[config.mk]
export PLATFORM = sky130hd
export DESIGN_NAME = charstring_decrypt_tokenize_flat
export DESIGN_NICKNAME = d
export VERILOG_FILES = /design/src/rtl/core/cdt_pkg.sv /design/src/rtl/core/cdt_in_if.sv /design/src/rtl/core/cdt_out_if.sv /design/src/rtl/core/cdt_regs.sv /design/src/rtl/core/cdt_front.sv /design/src/rtl/core/cdt_fifo.sv /design/src/rtl/core/cdt_back.sv /design/src/rtl/core/charstring_decrypt_tokenize.sv /design/src/flat_wrapper.sv
export SDC_FILE = /design/constraint.sdc
export NUM_CORES = 1
export LEC_CHECK = 0
export BUFFER_PORTS_ARGS = -buffer_cell sky130_fd_sc_hd__buf_2
export CORE_ASPECT_RATIO = 0.6
export CORE_MARGIN = 2
export CORE_UTILIZATION = 30
export DETAILED_ROUTE_END_ITERATION = 6
export HOLD_SLACK_MARGIN = 0.08
export PLACE_DENSITY = 0.55
export SETUP_SLACK_MARGIN = 0.15
export SLEW_MARGIN = 20
export SYNTH_ARGS = -nofsm -noshare
export SYNTH_HDL_FRONTEND = slang
export SYNTH_SLANG_ARGS = --single-unit
[constraint.sdc]
create_clock -name clk -period 8.9 [get_ports clk]
set_input_delay 0.89 -clock clk [delete_from_list [all_inputs] [get_ports clk]]
set_output_delay 0.89 -clock clk [all_outputs]
set_load 0.02 [all_outputs]
[src/rtl/core/cdt_pkg.sv]
package cdt_pkg;

  // Register indexes on the configuration port.
  localparam logic [2:0] REG_ENCRYPTION_ON = 3'd0;
  localparam logic [2:0] REG_SKIP_COUNT    = 3'd1;
  localparam logic [2:0] REG_KEY_SEED      = 3'd2;
  localparam logic [2:0] REG_MULT_C1       = 3'd3;
  localparam logic [2:0] REG_ADD_C2        = 3'd4;
  localparam logic [2:0] REG_ESCAPE_CODE   = 3'd5;
  localparam logic [2:0] REG_SHORTINT_CODE = 3'd6;

  localparam int unsigned PADDR_W = 5;

  // Register reset values.
  localparam logic        RST_ENCRYPTION_ON = 1'b1;
  localparam logic [7:0]  RST_SKIP_COUNT    = 8'd4;
  localparam logic [15:0] RST_KEY_SEED      = 16'd4330;
  localparam logic [15:0] RST_MULT_C1       = 16'd52845;
  localparam logic [15:0] RST_ADD_C2        = 16'd22719;
  localparam logic [4:0]  RST_ESCAPE_CODE   = 5'd12;
  localparam logic [4:0]  RST_SHORTINT_CODE = 5'd28;

  // Result kinds.
  localparam logic [1:0] KIND_NUMBER  = 2'd0;
  localparam logic [1:0] KIND_COMMAND = 2'd1;
  localparam logic [1:0] KIND_ESCAPE  = 2'd2;
  localparam logic [1:0] KIND_RUNOFF  = 2'd3;

  // Byte ranges of the tokenizer.
  localparam logic [7:0] SMALL_LO    = 8'd32;
  localparam logic [7:0] SMALL_HI    = 8'd246;
  localparam logic [7:0] SMALL_BIAS  = 8'd139;
  localparam logic [7:0] POS_LO      = 8'd247;
  localparam logic [7:0] POS_HI      = 8'd250;
  localparam logic [7:0] NEG_LO      = 8'd251;
  localparam logic [7:0] NEG_HI      = 8'd254;
  localparam logic [7:0] LONG_LEAD   = 8'd255;
  localparam logic [7:0] MEDIUM_BIAS = 8'd108;

  // Current configuration values.
  typedef struct packed {
    logic        encryption_on;
    logic [7:0]  skip_count;
    logic [15:0] key_seed;
    logic [15:0] mult_c1;
    logic [15:0] add_c2;
    logic [4:0]  escape_code;
    logic [4:0]  shortint_code;
  } cfg_t;

  // Write strobes that reload the running decryption state.
  typedef struct packed {
    logic        key_load;
    logic        skip_load;
    logic [15:0] wval;
  } cfg_wr_t;

  // One decrypted byte on its way from the front to the back.
  typedef struct packed {
    logic [7:0] plain;
    logic       use_byte;
    logic       last;
  } q_ent_t;

endpackage

[src/rtl/core/cdt_in_if.sv]
interface cdt_in_if;
  logic       valid;
  logic       ready;
  logic [7:0] data_byte;
  logic       last_byte;

  modport source (output valid, output data_byte, output last_byte, input ready);
  modport sink (input valid, input data_byte, input last_byte, output ready);
endinterface

[src/rtl/core/cdt_out_if.sv]
interface cdt_out_if;
  logic               valid;
  logic               ready;
  logic [1:0]         token_kind;
  logic signed [31:0] token_value;
  logic               last_result;

  modport source (output valid, output token_kind, output token_value,
                  output last_result, input ready);
  modport sink (input valid, input token_kind, input token_value,
                input last_result, output ready);
endinterface

[src/rtl/core/cdt_regs.sv]
module cdt_regs
  import cdt_pkg::*;
(
  input  logic               clk,
  input  logic               rst_n,
  input  logic               psel,
  input  logic               penable,
  input  logic               pwrite,
  input  logic [PADDR_W-1:0] paddr,
  input  logic [31:0]        pwdata,
  output logic [31:0]        prdata,
  output logic               pready,
  output cfg_t               cfg,
  output cfg_wr_t            cfg_wr
);

  cfg_t       cfg_r;
  cfg_t       cfg_nxt;
  logic       wr_en;
  logic [2:0] idx;

  assign pready = 1'b1;
  assign wr_en  = psel && penable && pwrite;
  assign idx    = paddr[PADDR_W-1:2];
  assign cfg    = cfg_r;

  // Register write decode.
  always_comb begin
    cfg_nxt          = cfg_r;
    cfg_wr.key_load  = 1'b0;
    cfg_wr.skip_load = 1'b0;
    cfg_wr.wval      = pwdata[15:0];
    if (wr_en) begin
      unique case (idx)
        REG_ENCRYPTION_ON: cfg_nxt.encryption_on = pwdata[0];
        REG_SKIP_COUNT: begin
          cfg_nxt.skip_count = pwdata[7:0];
          cfg_wr.skip_load   = 1'b1;
        end
        REG_KEY_SEED: begin
          cfg_nxt.key_seed = pwdata[15:0];
          cfg_wr.key_load  = 1'b1;
        end
        REG_MULT_C1:       cfg_nxt.mult_c1       = pwdata[15:0];
        REG_ADD_C2:        cfg_nxt.add_c2        = pwdata[15:0];
        REG_ESCAPE_CODE:   cfg_nxt.escape_code   = pwdata[4:0];
        REG_SHORTINT_CODE: cfg_nxt.shortint_code = pwdata[4:0];
        default: ;
      endcase
    end
  end

  // Read mux.
  always_comb begin
    unique case (idx)
      REG_ENCRYPTION_ON: prdata = {31'd0, cfg_r.encryption_on};
      REG_SKIP_COUNT:    prdata = {24'd0, cfg_r.skip_count};
      REG_KEY_SEED:      prdata = {16'd0, cfg_r.key_seed};
      REG_MULT_C1:       prdata = {16'd0, cfg_r.mult_c1};
      REG_ADD_C2:        prdata = {16'd0, cfg_r.add_c2};
      REG_ESCAPE_CODE:   prdata = {27'd0, cfg_r.escape_code};
      REG_SHORTINT_CODE: prdata = {27'd0, cfg_r.shortint_code};
      default:           prdata = 32'd0;
    endcase
  end

  always_ff @(posedge clk) begin
    if (!rst_n) begin
      cfg_r.encryption_on <= RST_ENCRYPTION_ON;
      cfg_r.skip_count    <= RST_SKIP_COUNT;
      cfg_r.key_seed      <= RST_KEY_SEED;
      cfg_r.mult_c1       <= RST_MULT_C1;
      cfg_r.add_c2        <= RST_ADD_C2;
      cfg_r.escape_code   <= RST_ESCAPE_CODE;
      cfg_r.shortint_code <= RST_SHORTINT_CODE;
    end else begin
      cfg_r <= cfg_nxt;
    end
  end

endmodule

[src/rtl/core/cdt_front.sv]
module cdt_front
  import cdt_pkg::*;
(
  input  logic    clk,
  input  logic    rst_n,
  cdt_in_if.sink  in_if,
  input  cfg_t    cfg,
  input  cfg_wr_t cfg_wr,
  input  logic    q_full,
  output logic    q_push,
  output q_ent_t  q_ent
);

  logic [15:0] key_r;
  logic [15:0] key_nxt;
  logic [7:0]  skip_r;
  logic [7:0]  skip_nxt;
  logic [15:0] key_sum;
  logic [31:0] key_prod;
  logic        skipping;

  assign in_if.ready = !q_full;
  assign q_push      = in_if.valid && !q_full;

  // Decrypt the byte and classify it as skipped or used.
  assign skipping       = cfg.encryption_on && (skip_r != 8'd0);
  assign key_sum        = key_r + {8'd0, in_if.data_byte};
  assign key_prod       = key_sum * cfg.mult_c1;
  assign q_ent.plain    = cfg.encryption_on ? (in_if.data_byte ^ key_r[15:8])
                                            : in_if.data_byte;
  assign q_ent.use_byte = !skipping;
  assign q_ent.last     = in_if.last_byte;

  // Key and skip counter; both restart after the last byte.
  always_comb begin
    key_nxt  = key_r;
    skip_nxt = skip_r;
    if (cfg_wr.key_load) begin
      key_nxt = cfg_wr.wval;
    end
    if (cfg_wr.skip_load) begin
      skip_nxt = cfg_wr.wval[7:0];
    end
    if (q_push) begin
      if (cfg.encryption_on) begin
        key_nxt = key_prod[15:0] + cfg.add_c2;
        if (skipping) begin
          skip_nxt = skip_r - 8'd1;
        end
      end
      if (in_if.last_byte) begin
        key_nxt  = cfg.key_seed;
        skip_nxt = cfg.skip_count;
      end
    end
  end

  always_ff @(posedge clk) begin
    if (!rst_n) begin
      key_r  <= RST_KEY_SEED;
      skip_r <= RST_SKIP_COUNT;
    end else begin
      key_r  <= key_nxt;
      skip_r <= skip_nxt;
    end
  end

endmodule

[src/rtl/core/cdt_fifo.sv]
module cdt_fifo
  import cdt_pkg::*;
(
  input  logic   clk,
  input  logic   rst_n,
  input  logic   push,
  input  q_ent_t wdata,
  input  logic   pop,
  output q_ent_t rdata,
  output logic   not_empty,
  output logic   full
);

  q_ent_t     ent_r [2];
  logic       wptr_r;
  logic       rptr_r;
  logic [1:0] cnt_r;

  assign rdata     = ent_r[rptr_r];
  assign not_empty = (cnt_r != 2'd0);
  assign full      = (cnt_r == 2'd2);

  // Entry storage needs no reset.
  always_ff @(posedge clk) begin
    if (push) begin
      ent_r[wptr_r] <= wdata;
    end
  end

  // Pointers and fill count.
  always_ff @(posedge clk) begin
    if (!rst_n) begin
      wptr_r <= 1'b0;
      rptr_r <= 1'b0;
      cnt_r  <= 2'd0;
    end else begin
      if (push) begin
        wptr_r <= !wptr_r;
      end
      if (pop) begin
        rptr_r <= !rptr_r;
      end
      if (push && !pop) begin
        cnt_r <= cnt_r + 2'd1;
      end else if (pop && !push) begin
        cnt_r <= cnt_r - 2'd1;
      end
    end
  end

endmodule

[src/rtl/core/cdt_back.sv]
module cdt_back
  import cdt_pkg::*;
(
  input  logic      clk,
  input  logic      rst_n,
  input  cfg_t      cfg,
  input  logic      q_valid,
  input  q_ent_t    q_ent,
  output logic      q_pop,
  cdt_out_if.source out_if
);

  logic [7:0]  lead_r;
  logic [7:0]  lead_nxt;
  logic [31:0] gath_r;
  logic [31:0] gath_nxt;
  logic [2:0]  need_r;
  logic [2:0]  need_nxt;
  logic        pend_r;
  logic        out_valid_r;
  logic [1:0]  out_kind_r;
  logic [31:0] out_value_r;
  logic        out_last_r;

  logic        out_free;
  logic        tok_hit;
  logic [1:0]  tok_kind;
  logic [31:0] tok_value;
  logic [7:0]  b;
  logic [31:0] gath_sh;
  logic [2:0]  need_dec;
  logic [7:0]  lead_off;
  logic [31:0] mid_num;

  assign out_free = !out_valid_r || out_if.ready;
  assign q_pop    = q_valid && out_free && !pend_r;

  assign b        = q_ent.plain;
  assign gath_sh  = {gath_r[23:0], b};
  assign need_dec = need_r - 3'd1;
  assign lead_off = (lead_r >= NEG_LO) ? (lead_r - NEG_LO) : (lead_r - POS_LO);
  assign mid_num  = {22'd0, lead_off[1:0], 8'd0} + {24'd0, MEDIUM_BIAS} + {24'd0, b};

  // Tokenizer step for one used byte.
  always_comb begin
    tok_hit   = 1'b0;
    tok_kind  = KIND_NUMBER;
    tok_value = 32'd0;
    lead_nxt  = lead_r;
    gath_nxt  = gath_r;
    need_nxt  = need_r;
    if (q_ent.use_byte) begin
      if (need_r == 3'd0) begin
        if (b >= SMALL_LO && b <= SMALL_HI) begin
          tok_hit   = 1'b1;
          tok_value = {24'd0, b} - {24'd0, SMALL_BIAS};
        end else begin
          lead_nxt = b;
          gath_nxt = 32'd0;
          if (b == {3'd0, cfg.shortint_code}) begin
            need_nxt = 3'd2;
          end else if (b < SMALL_LO) begin
            if (b == {3'd0, cfg.escape_code}) begin
              need_nxt = 3'd1;
            end else begin
              tok_hit   = 1'b1;
              tok_kind  = KIND_COMMAND;
              tok_value = {24'd0, b};
            end
          end else begin
            need_nxt = (b == LONG_LEAD) ? 3'd4 : 3'd1;
          end
        end
      end else begin
        gath_nxt = gath_sh;
        need_nxt = need_dec;
        if (need_dec == 3'd0) begin
          tok_hit  = 1'b1;
          lead_nxt = 8'd0;
          gath_nxt = 32'd0;
          if (lead_r < SMALL_LO) begin
            if (lead_r == {3'd0, cfg.shortint_code}) begin
              tok_value = {{16{gath_sh[15]}}, gath_sh[15:0]};
            end else begin
              tok_kind  = KIND_ESCAPE;
              tok_value = {24'd0, b};
            end
          end else if (lead_r >= POS_LO && lead_r <= POS_HI) begin
            tok_value = mid_num;
          end else if (lead_r >= NEG_LO && lead_r <= NEG_HI) begin
            tok_value = 32'd0 - mid_num;
          end else begin
            tok_value = gath_sh;
          end
        end
      end
    end
    // The last byte drops any unfinished token.
    if (q_ent.last) begin
      lead_nxt = 8'd0;
      gath_nxt = 32'd0;
      need_nxt = 3'd0;
    end
  end

  // Tokenizer state advances on each popped byte.
  always_ff @(posedge clk) begin
    if (!rst_n) begin
      lead_r <= 8'd0;
      gath_r <= 32'd0;
      need_r <= 3'd0;
    end else if (q_pop) begin
      lead_r <= lead_nxt;
      gath_r <= gath_nxt;
      need_r <= need_nxt;
    end
  end

  // Output register; a runoff behind a token waits in the pending flag.
  always_ff @(posedge clk) begin
    if (!rst_n) begin
      out_valid_r <= 1'b0;
      pend_r      <= 1'b0;
    end else if (out_free) begin
      if (pend_r) begin
        out_valid_r <= 1'b1;
        pend_r      <= 1'b0;
      end else if (q_pop) begin
        out_valid_r <= tok_hit || q_ent.last;
        pend_r      <= tok_hit && q_ent.last;
      end else begin
        out_valid_r <= 1'b0;
      end
    end
  end

  always_ff @(posedge clk) begin
    if (out_free) begin
      if (pend_r || (q_pop && !tok_hit)) begin
        out_kind_r  <= KIND_RUNOFF;
        out_value_r <= 32'd0;
        out_last_r  <= 1'b1;
      end else begin
        out_kind_r  <= tok_kind;
        out_value_r <= tok_value;
        out_last_r  <= 1'b0;
      end
    end
  end

  assign out_if.valid       = out_valid_r;
  assign out_if.token_kind  = out_kind_r;
  assign out_if.token_value = $signed(out_value_r);
  assign out_if.last_result = out_last_r;

endmodule

[src/rtl/core/charstring_decrypt_tokenize.sv]
// An accepted byte is written into the queue, from which the tokenizer pops it; its result
// is then held in the output register until the receiver takes it.
// Throughput: one byte per cycle while the receiver takes results; a byte that both
// completes a token and ends the charstring gives the token and then the runoff.
// The key update is one 16x16 multiply-add per byte in the front stage.
// Reset (rst_n, synchronous, active low) restores the register defaults, reloads
// the key and skip counter, and empties the queue and the output stage.
module charstring_decrypt_tokenize
  import cdt_pkg::*;
(
  input  logic               clk,
  input  logic               rst_n,
  cdt_in_if.sink             in_if,
  cdt_out_if.source          out_if,
  input  logic               psel,
  input  logic               penable,
  input  logic               pwrite,
  input  logic [PADDR_W-1:0] paddr,
  input  logic [31:0]        pwdata,
  output logic [31:0]        prdata,
  output logic               pready
);

  cfg_t    cfg;
  cfg_wr_t cfg_wr;
  logic    q_push;
  logic    q_pop;
  logic    q_full;
  logic    q_valid;
  q_ent_t  q_wdata;
  q_ent_t  q_rdata;

  // Configuration registers.
  cdt_regs u_regs (
    .clk     (clk),
    .rst_n   (rst_n),
    .psel    (psel),
    .penable (penable),
    .pwrite  (pwrite),
    .paddr   (paddr),
    .pwdata  (pwdata),
    .prdata  (prdata),
    .pready  (pready),
    .cfg     (cfg),
    .cfg_wr  (cfg_wr)
  );

  // Decryption and skipping.
  cdt_front u_front (
    .clk    (clk),
    .rst_n  (rst_n),
    .in_if  (in_if),
    .cfg    (cfg),
    .cfg_wr (cfg_wr),
    .q_full (q_full),
    .q_push (q_push),
    .q_ent  (q_wdata)
  );

  // Queue between the two halves.
  cdt_fifo u_fifo (
    .clk       (clk),
    .rst_n     (rst_n),
    .push      (q_push),
    .wdata     (q_wdata),
    .pop       (q_pop),
    .rdata     (q_rdata),
    .not_empty (q_valid),
    .full      (q_full)
  );

  // Tokenizer and result output.
  cdt_back u_back (
    .clk     (clk),
    .rst_n   (rst_n),
    .cfg     (cfg),
    .q_valid (q_valid),
    .q_ent   (q_rdata),
    .q_pop   (q_pop),
    .out_if  (out_if)
  );

endmodule

[src/flat_wrapper.sv]
// flat-port wrapper written by rule: the top's interface ports become plain ports
module charstring_decrypt_tokenize_flat import cdt_pkg::*;
  (clk, rst_n, psel, penable, pwrite, paddr, pwdata, prdata, pready, in_if_valid, in_if_data_byte, in_if_last_byte, in_if_ready, out_if_valid, out_if_token_kind, out_if_token_value, out_if_last_result, out_if_ready);
  cdt_in_if in_if_i ();
  cdt_out_if out_if_i ();
  input  logic clk;
  input  logic rst_n;
  input  logic psel;
  input  logic penable;
  input  logic pwrite;
  input  logic [PADDR_W-1:0] paddr;
  input  logic [31:0] pwdata;
  output logic [31:0] prdata;
  output logic pready;
  input wire logic [$bits(in_if_i.valid)-1:0] in_if_valid;
  input wire logic [$bits(in_if_i.data_byte)-1:0] in_if_data_byte;
  input wire logic [$bits(in_if_i.last_byte)-1:0] in_if_last_byte;
  output wire logic [$bits(in_if_i.ready)-1:0] in_if_ready;
  output wire logic [$bits(out_if_i.valid)-1:0] out_if_valid;
  output wire logic [$bits(out_if_i.token_kind)-1:0] out_if_token_kind;
  output wire logic [$bits(out_if_i.token_value)-1:0] out_if_token_value;
  output wire logic [$bits(out_if_i.last_result)-1:0] out_if_last_result;
  input wire logic [$bits(out_if_i.ready)-1:0] out_if_ready;
  assign in_if_i.valid = in_if_valid;
  assign in_if_i.data_byte = in_if_data_byte;
  assign in_if_i.last_byte = in_if_last_byte;
  assign in_if_ready = in_if_i.ready;
  assign out_if_valid = out_if_i.valid;
  assign out_if_token_kind = out_if_i.token_kind;
  assign out_if_token_value = out_if_i.token_value;
  assign out_if_last_result = out_if_i.last_result;
  assign out_if_i.ready = out_if_ready;
  charstring_decrypt_tokenize u_core (.clk(clk), .rst_n(rst_n), .in_if(in_if_i), .out_if(out_if_i), .psel(psel), .penable(penable), .pwrite(pwrite), .paddr(paddr), .pwdata(pwdata), .prdata(prdata), .pready(pready));
endmodule
; Word level (Yosys, flattened, before mapping)
; Memories as Yosys holds them, arrays and structs flattened. A register that Yosys moved wholly into a read port is not among the register bits.
; Cells that the tools add are included.
; Widths: inputs -> output; s select.
[op_classes]
addsub = 12
n_mul = 1
order_cmp = 8
eq_ne = 13
n_mux = 70
bitwise_logic = 2
reduce_logical = 44
[op_table]
columns = cell, n
row1 = $mux 32, 7
row2 = $mux 24, 5
row3 = $mux 8, 14
row4 = $pmux 16 s7, 1
row5 = $mux 16, 4
row6 = $eq 8x5->1, 3
row7 = $le 8x8->1 const B, 3
row8 = $mux 3, 8
row9 = $mux 1, 22
row10 = $mux 2, 9
row11 = $add 16x16->16, 1
row12 = $add 16x8->16, 1
row13 = $ge 8x8->1 const B, 2
row14 = $lt 8x6->1 const B, 2
row15 = $mul 16x16->16, 1
row16 = $reduce_and 2->1, 7
row17 = $logic_and 1x1->1, 13
row18 = $sub 1x12->13 const A, 1
row19 = $add 11x8->12, 1
row20 = $add 10x7->11 const B, 1
row21 = $eq 3x3->1 const B, 3
row22 = $logic_not 1->1, 9
row23 = $logic_not 3->1, 3
row24 = $sub 8x8->9 const B, 1
row25 = 21 further kinds, 28
[totals]
reg_bits = 167
ramBits = 20
wordCells = 171
mem_count = 1
[mem_list]
columns = memory, depth, width, rd, rd_clocked_by_memory_dff, write_ports, line
row1 = u_core.u_fifo.ent_r, 2, 10, 1, 1, 1, cdt_fifo.sv:14  ; q_ent_t ent_r [2];

; Depth between registers and ports, before layout
[depth]
word_depth = 11
ltp_mapped = 29

; By module
; Synthesis repeated with hierarchy kept, for this count alone.
[hier_totals]
cells_unflattened = 1775
hier_area_um2 = 15577.4
[by_module_without_submodules]
columns = mod, instances, cells_per_inst, area_per_inst_um2
row1 = cdt_front, 1, 820, 6665.1
row2 = cdt_back, 1, 517, 4536.9
row3 = cdt_regs, 1, 385, 3435.8
row4 = cdt_fifo, 1, 53, 939.7

; Worst setup path after synthesis
; No wires, ideal clock.
[synth_path]
path_kind = input-to-reg
start = input port in_if_data_byte[0]
end = register u_core.u_front.key_r[15]
arrival_ps = 7694
required_ps = 8826
setup_slack_ps = 1132
path_stages = 27
n_path_buf = 0
path_cell_list = ha_1 inv_1 fa_1 and2b_1 o2111ai_1 and3_1 nor2_1 xor2_1 nand2_1 fa_1 fa_1 fa_1 inv_1 fa_1 inv_1 fa_1 fa_1 xnor2_1 xnor2_1 xnor2_1 xnor3_1 xor3_1 xnor2_1 xnor3_1 xnor3_1 xnor2_1 a31oi_1
[synth_via]
elab_chain_len = 6
[synth_rtl]
columns = element, line
row1 = start: declaration, flat_wrapper.sv:16  ; input wire logic [$bits(in_if_i.data_byte)-1:0] in_if_data_byte;
row2 = $add 16x8->16, cdt_front.sv:27  ; assign key_sum = key_r + {8'd0, in_if.data_byte};
row3 = $mul 16x16->16, cdt_front.sv:28  ; assign key_prod = key_sum * cfg.mult_c1;
row4 = $add 16x16->16, cdt_front.sv:46  ; key_nxt = key_prod[15:0] + cfg.add_c2;
row5 = $mux 16, cdt_front.sv:45  ; if (cfg.encryption_on) begin
row6 = $mux 16, cdt_front.sv:51  ; if (in_if.last_byte) begin
row7 = $mux 16, cdt_front.sv:44  ; if (q_push) begin
row8 = end signal: assignment, cdt_front.sv:63  ; key_r <= key_nxt;
row9 = end: declaration, cdt_front.sv:14  ; logic [15:0] key_r;
; No other way between the ends.
; A chain may end at the register's enable or synchronous reset.

; Final worst setup path
; Ends and elaborated chain as after synthesis.

==> summary.json <==
{
  "core.rowCount": 63,
  "critical_path_class": "in2reg",
  "rsz0062_at_grt": "false",
  "nNetsFinal": 2012,
  "insertion_delay_ps": 470,
  "antenna_violations_before_repair": 3,
  "r2r_cells": 27,
  "timing_worst_slew_pin_value_ps": 1095,
  "final_weighted_congestion_in_routability_driven_placement": 0.9758,
  "post-synth-top-area-fraction_pct": 17.85,
  "synthTopCellsByArea": "sky130_fd_sc_hd__dfxtp_1 18%, sky130_fd_sc_hd__fa_1 13%, sky130_fd_sc_hd__edfxtp_1 11%, sky130_fd_sc_hd__nand2_1 7.3%, sky130_fd_sc_hd__ha_1 6.4%",
  "met2_wirelength_um": 18630,
  "postCtsSetupBuffers": 0,
  "area_growth_syn_to_layout_pct": 11.03,
  "syn-mean-instance-area_um2": 8.540,
  "met3WireLength_um": 4669,
  "hold_path.startpoint": "u_core.u_back.gath_r[22]",
  "clock_skew_ps": 20.03,
  "synth_top_family_by_area": "adder cells",
  "wl_um": 48400,
  "cts_repair_resize_count": 0,
  "route.top_layer_used": "met4",
  "timing.reg2reg.setup_slack_ps": 860,
  "ys_ff_latch": 188,
  "synth-simple-area-share_pct": 18.83,
  "detailroute.via_count": 12630,
  "wl_met1_um": 24360,
  "holdCritPathClass": "reg2reg",
  "first_pass_iters": 6,
  "worstHoldPathCells": 2,
  "initial_core_util_pct": 30.28,
  "worstSetupEndpointType": "flop",
  "fin_crit_ps": 8046,
  "grt_max_degree": 70,
  "worst_path_largest_cell_delay_ps": 530,
  "clkTransAtPathRegs_ps": 80,
  "critical_path.most_common_cell": "sky130_fd_sc_hd__fa_1",
  "post_cts_hold_buffer_count": 0,
  "final.fill_count": 5168,
  "layout.area.seq_mm2": 0.004314,
  "post_route_cells_drive_above_1_share_pct": 10.16,
  "status": "finished, final reports clean",
  "cts_inserted_buffers": 17,
  "die_width_um": 291.9,
  "grt_first_pass_wirelength_um": 73610,
  "yosys_warnings": 0,
  "post_synth_fa_ha_maj_area_fraction_pct": 19.12,
  "cts_tree": "built",
  "cts.path.max_buffers": 2,
  "grtUsageTotal_pct": 18.89,
  "report.final.hold_viol_count": 0,
  "crit-reg2reg-capture": "u_core.u_front.key_r[15]",
  "dominantRegCellSynth": "sky130_fd_sc_hd__dfxtp_1",
  "cp_max_fo": 5,
  "clock_sink_count": 188,
  "core_area_mm2": 0.04927,
  "slew_headroom_pct": 25.57,
  "hold_path_end": "u_core.u_back.gath_r[22]",
  "netlist-cell-type-count": 84,
  "cts-root-buf": "sky130_fd_sc_hd__clkbuf_16",
  "boundaryPins": 123,
  "buffer_ports.inserted": 87,
  "synth-compound-area-share_pct": 15.46,
  "worst_ep_required_time_ps": 9300,
  "total_negative_setup_slacks_ps": 0,
  "drc": 0,
  "first_iter_violations": 1182,
  "vias_per_cell": 5.149,
  "post_synthesis_instance_area_mm2": 0.01492,
  "final_min_period_over_clock_period_pct": 90.40,
  "cp_num_buf_inv": 4,
  "maxCapViolCount": 0,
  "cp_top_family": "adder cells",
  "timing.fmax_ghz": 0.1243,
  "synth.yosys.seq_area_share_pct": 28.92,
  "die_ar_mm2": 0.05159,
  "timing.critical_path.slowest_stage_cell": "sky130_fd_sc_hd__fa_1",
  "final-setup-viol-count": 0,
  "ant_nets": 0,
  "post_synth_inst_count": 1747,
  "post_synth_xor_area_fraction_pct": 5.661,
  "synth_enable_flop_cells": 55,
  "first_global_vias": 12000,
  "yosys-mux-area-fraction_pct": 3.707,
  "cell_type_with_the_largest_total_area_after_synthesis": "sky130_fd_sc_hd__dfxtp_1",
  "htree_levels": 4,
  "worst-endpoint-arrival_ps": 8440,
  "postSynth.asyncResetShare_pct": 0,
  "die_height_um": 176.7,
  "dp_hpwl_um": 36780,
  "multiInputGateArea_mm2": 0.009454,
  "crit-reg2reg-launch": "u_core.u_front.key_r[0]",
  "detail_route.wl_per_cell_um": 19.74,
  "gr-total-overflow": 0,
  "setup.worst_path.start_class": "input port",
  "timing.final.max_slew_violations": 0
}
[worst max-delay path by stage]
stage | from | endpoint | slack (ps) | depth (start not counted)
finish | in_if_data_byte[0] | u_core.u_front.key_r[15] | 850 | 28
global route | in_if_data_byte[0] | u_core.u_front.key_r[15] | 530 | 28
CTS | in_if_data_byte[0] | u_core.u_front.key_r[15] | 870 | 28
detailed placement | in_if_data_byte[0] | u_core.u_front.key_r[15] | 400 | 28
global placement | in_if_data_byte[0] | u_core.u_front.key_r[15] | 480 | 28
floorplan | in_if_data_byte[0] | u_core.u_front.key_r[15] | 1130 | 27
[metal layers]
| layer | track usage (%) | vias up |
|---|---|---|
| met5 | 0 | - |
| met4 | 4.725 | 0 |
| met3 | 5.613 | 48 |
| met2 | 25.02 | 488 |
| met1 | 29.09 | 6200 |
| li1 | - | 5889 |
[state kept, by name, summed over array words and instances (netlist names), 2 cells and up, named ones only]
register,cells
u_core.u_back.out_if.token_value,32
u_core.u_regs.cfg,67
u_core.u_fifo.ent_r,20
u_core.u_back.lead_r,8
u_core.u_back.gath_r,24
u_core.u_front.key_r,16
u_core.u_back.need_r,3
u_core.u_fifo.cnt_r,2
u_core.u_back.out_if.token_kind,2
u_core.u_front.skip_r,8
[area by class of cell]
cell class,count,area share (%)
diodes,1,0.01511
multi-input cells,1279,57.07
clock inverters,12,1.012
inverters,188,4.260
repair buffers,114,3.867
flip-flops and latches,188,26.04
clock buffers,20,2.817
well taps,650,4.910
[cells in the mapped netlist, drive strengths merged (4+ instances only)]
cell type	n
nand2	291
inv	187
dfxtp	133
fa	95
a21oi	85
ha	76
o21ai	74
clkbuf	68
nor2	65
a21boi	62
nand3	61
xnor2	59
and2	56
edfxtp	55
nor2b	41
buf	39
mux2i	37
nor3	30
o21a	21
xor2	21
a22oi	15
nand2b	15
and3	14
a31oi	12
o211ai	12
o22ai	12
mux2	11
a21o	8
nor4	8
o221ai	8
a221oi	7
o21bai	6
nand4	5
xnor3	5
a211oi	4
nand3b	4
o2111ai	4
[worst reg2reg max path: stages, from the launching register on]
cell	delay (ps)
sky130_fd_sc_hd__dfxtp_1	470
sky130_fd_sc_hd__ha_1	230
sky130_fd_sc_hd__inv_1	60
sky130_fd_sc_hd__fa_1	420
sky130_fd_sc_hd__and2b_1	240
sky130_fd_sc_hd__o2111ai_1	120
sky130_fd_sc_hd__and3_1	260
sky130_fd_sc_hd__nor3_2	240
sky130_fd_sc_hd__xor2_1	430
sky130_fd_sc_hd__nand2_1	130
sky130_fd_sc_hd__fa_1	510
sky130_fd_sc_hd__fa_1	530
sky130_fd_sc_hd__fa_1	520
sky130_fd_sc_hd__inv_1	50
sky130_fd_sc_hd__fa_1	470
sky130_fd_sc_hd__inv_1	60
sky130_fd_sc_hd__fa_1	510
sky130_fd_sc_hd__fa_1	450
sky130_fd_sc_hd__xnor2_1	150
sky130_fd_sc_hd__xnor2_1	240
sky130_fd_sc_hd__xnor2_1	160
sky130_fd_sc_hd__xnor3_1	420
sky130_fd_sc_hd__xor3_1	200
sky130_fd_sc_hd__xnor2_1	180
sky130_fd_sc_hd__xnor3_1	250
sky130_fd_sc_hd__xnor3_1	360
sky130_fd_sc_hd__xnor2_1	140
sky130_fd_sc_hd__a31oi_1	180
[kinds of logic after synthesis]
family	after synthesis
flip-flops	188
AO/OA/AOI/OAI	353
buffers and inverters	295
XOR/XNOR	86
other	2
adder cells (fa/ha/maj)	171
multiplexers	49
AND/OR/NAND/NOR	603
[layout by cell type (no fill, tap or decap), drive strengths merged, types with 6 or more instances in the layout]
master / netlist / final
nand2b: 15 / 15
mux2: 11 / 11
o22ai: 12 / 12
fa: 95 / 95
xor2: 21 / 21
a21boi: 62 / 62
a22oi: 15 / 15
edfxtp: 55 / 55
inv: 187 / 194
xnor2: 59 / 59
conb: 2 / 17
nand3: 61 / 61
and3: 14 / 14
nor3: 30 / 30
nor2: 65 / 65
mux2i: 37 / 37
and2: 56 / 56
dfxtp: 133 / 133
a31oi: 12 / 12
nor4: 8 / 8
o21bai: 6 / 6
nand2: 291 / 291
buf: 39 / 114
a221oi: 7 / 7
clkbuf: 68 / 20
ha: 76 / 76
a21oi: 85 / 85
o211ai: 12 / 12
a21o: 8 / 8
o221ai: 8 / 8
o21a: 21 / 21
o21ai: 74 / 74
nor2b: 41 / 41
[metrics by stage]
step | std cells | setup WS, ps | hold WS (ps) | cell area, µm² | utilization, %
after global placement | 2419 | 480.1 | 456.4 | 15920 | 32.31
after floorplan | 1762 | 1132 | 441.0 | 14980 | -
after global routing | 2452 | 525.5 | 503.5 | 16560 | 33.62
after detailed placement | 2419 | 402.1 | 458.9 | 15920 | 32.31
after CTS | 2451 | 870.1 | 468.7 | 16550 | 33.60
final | 2452 | 854.3 | 465.0 | 16560 | 33.62
Power is not shown: default switching activity piles up to over one toggle a cycle in this logic, so the estimate is an artifact.
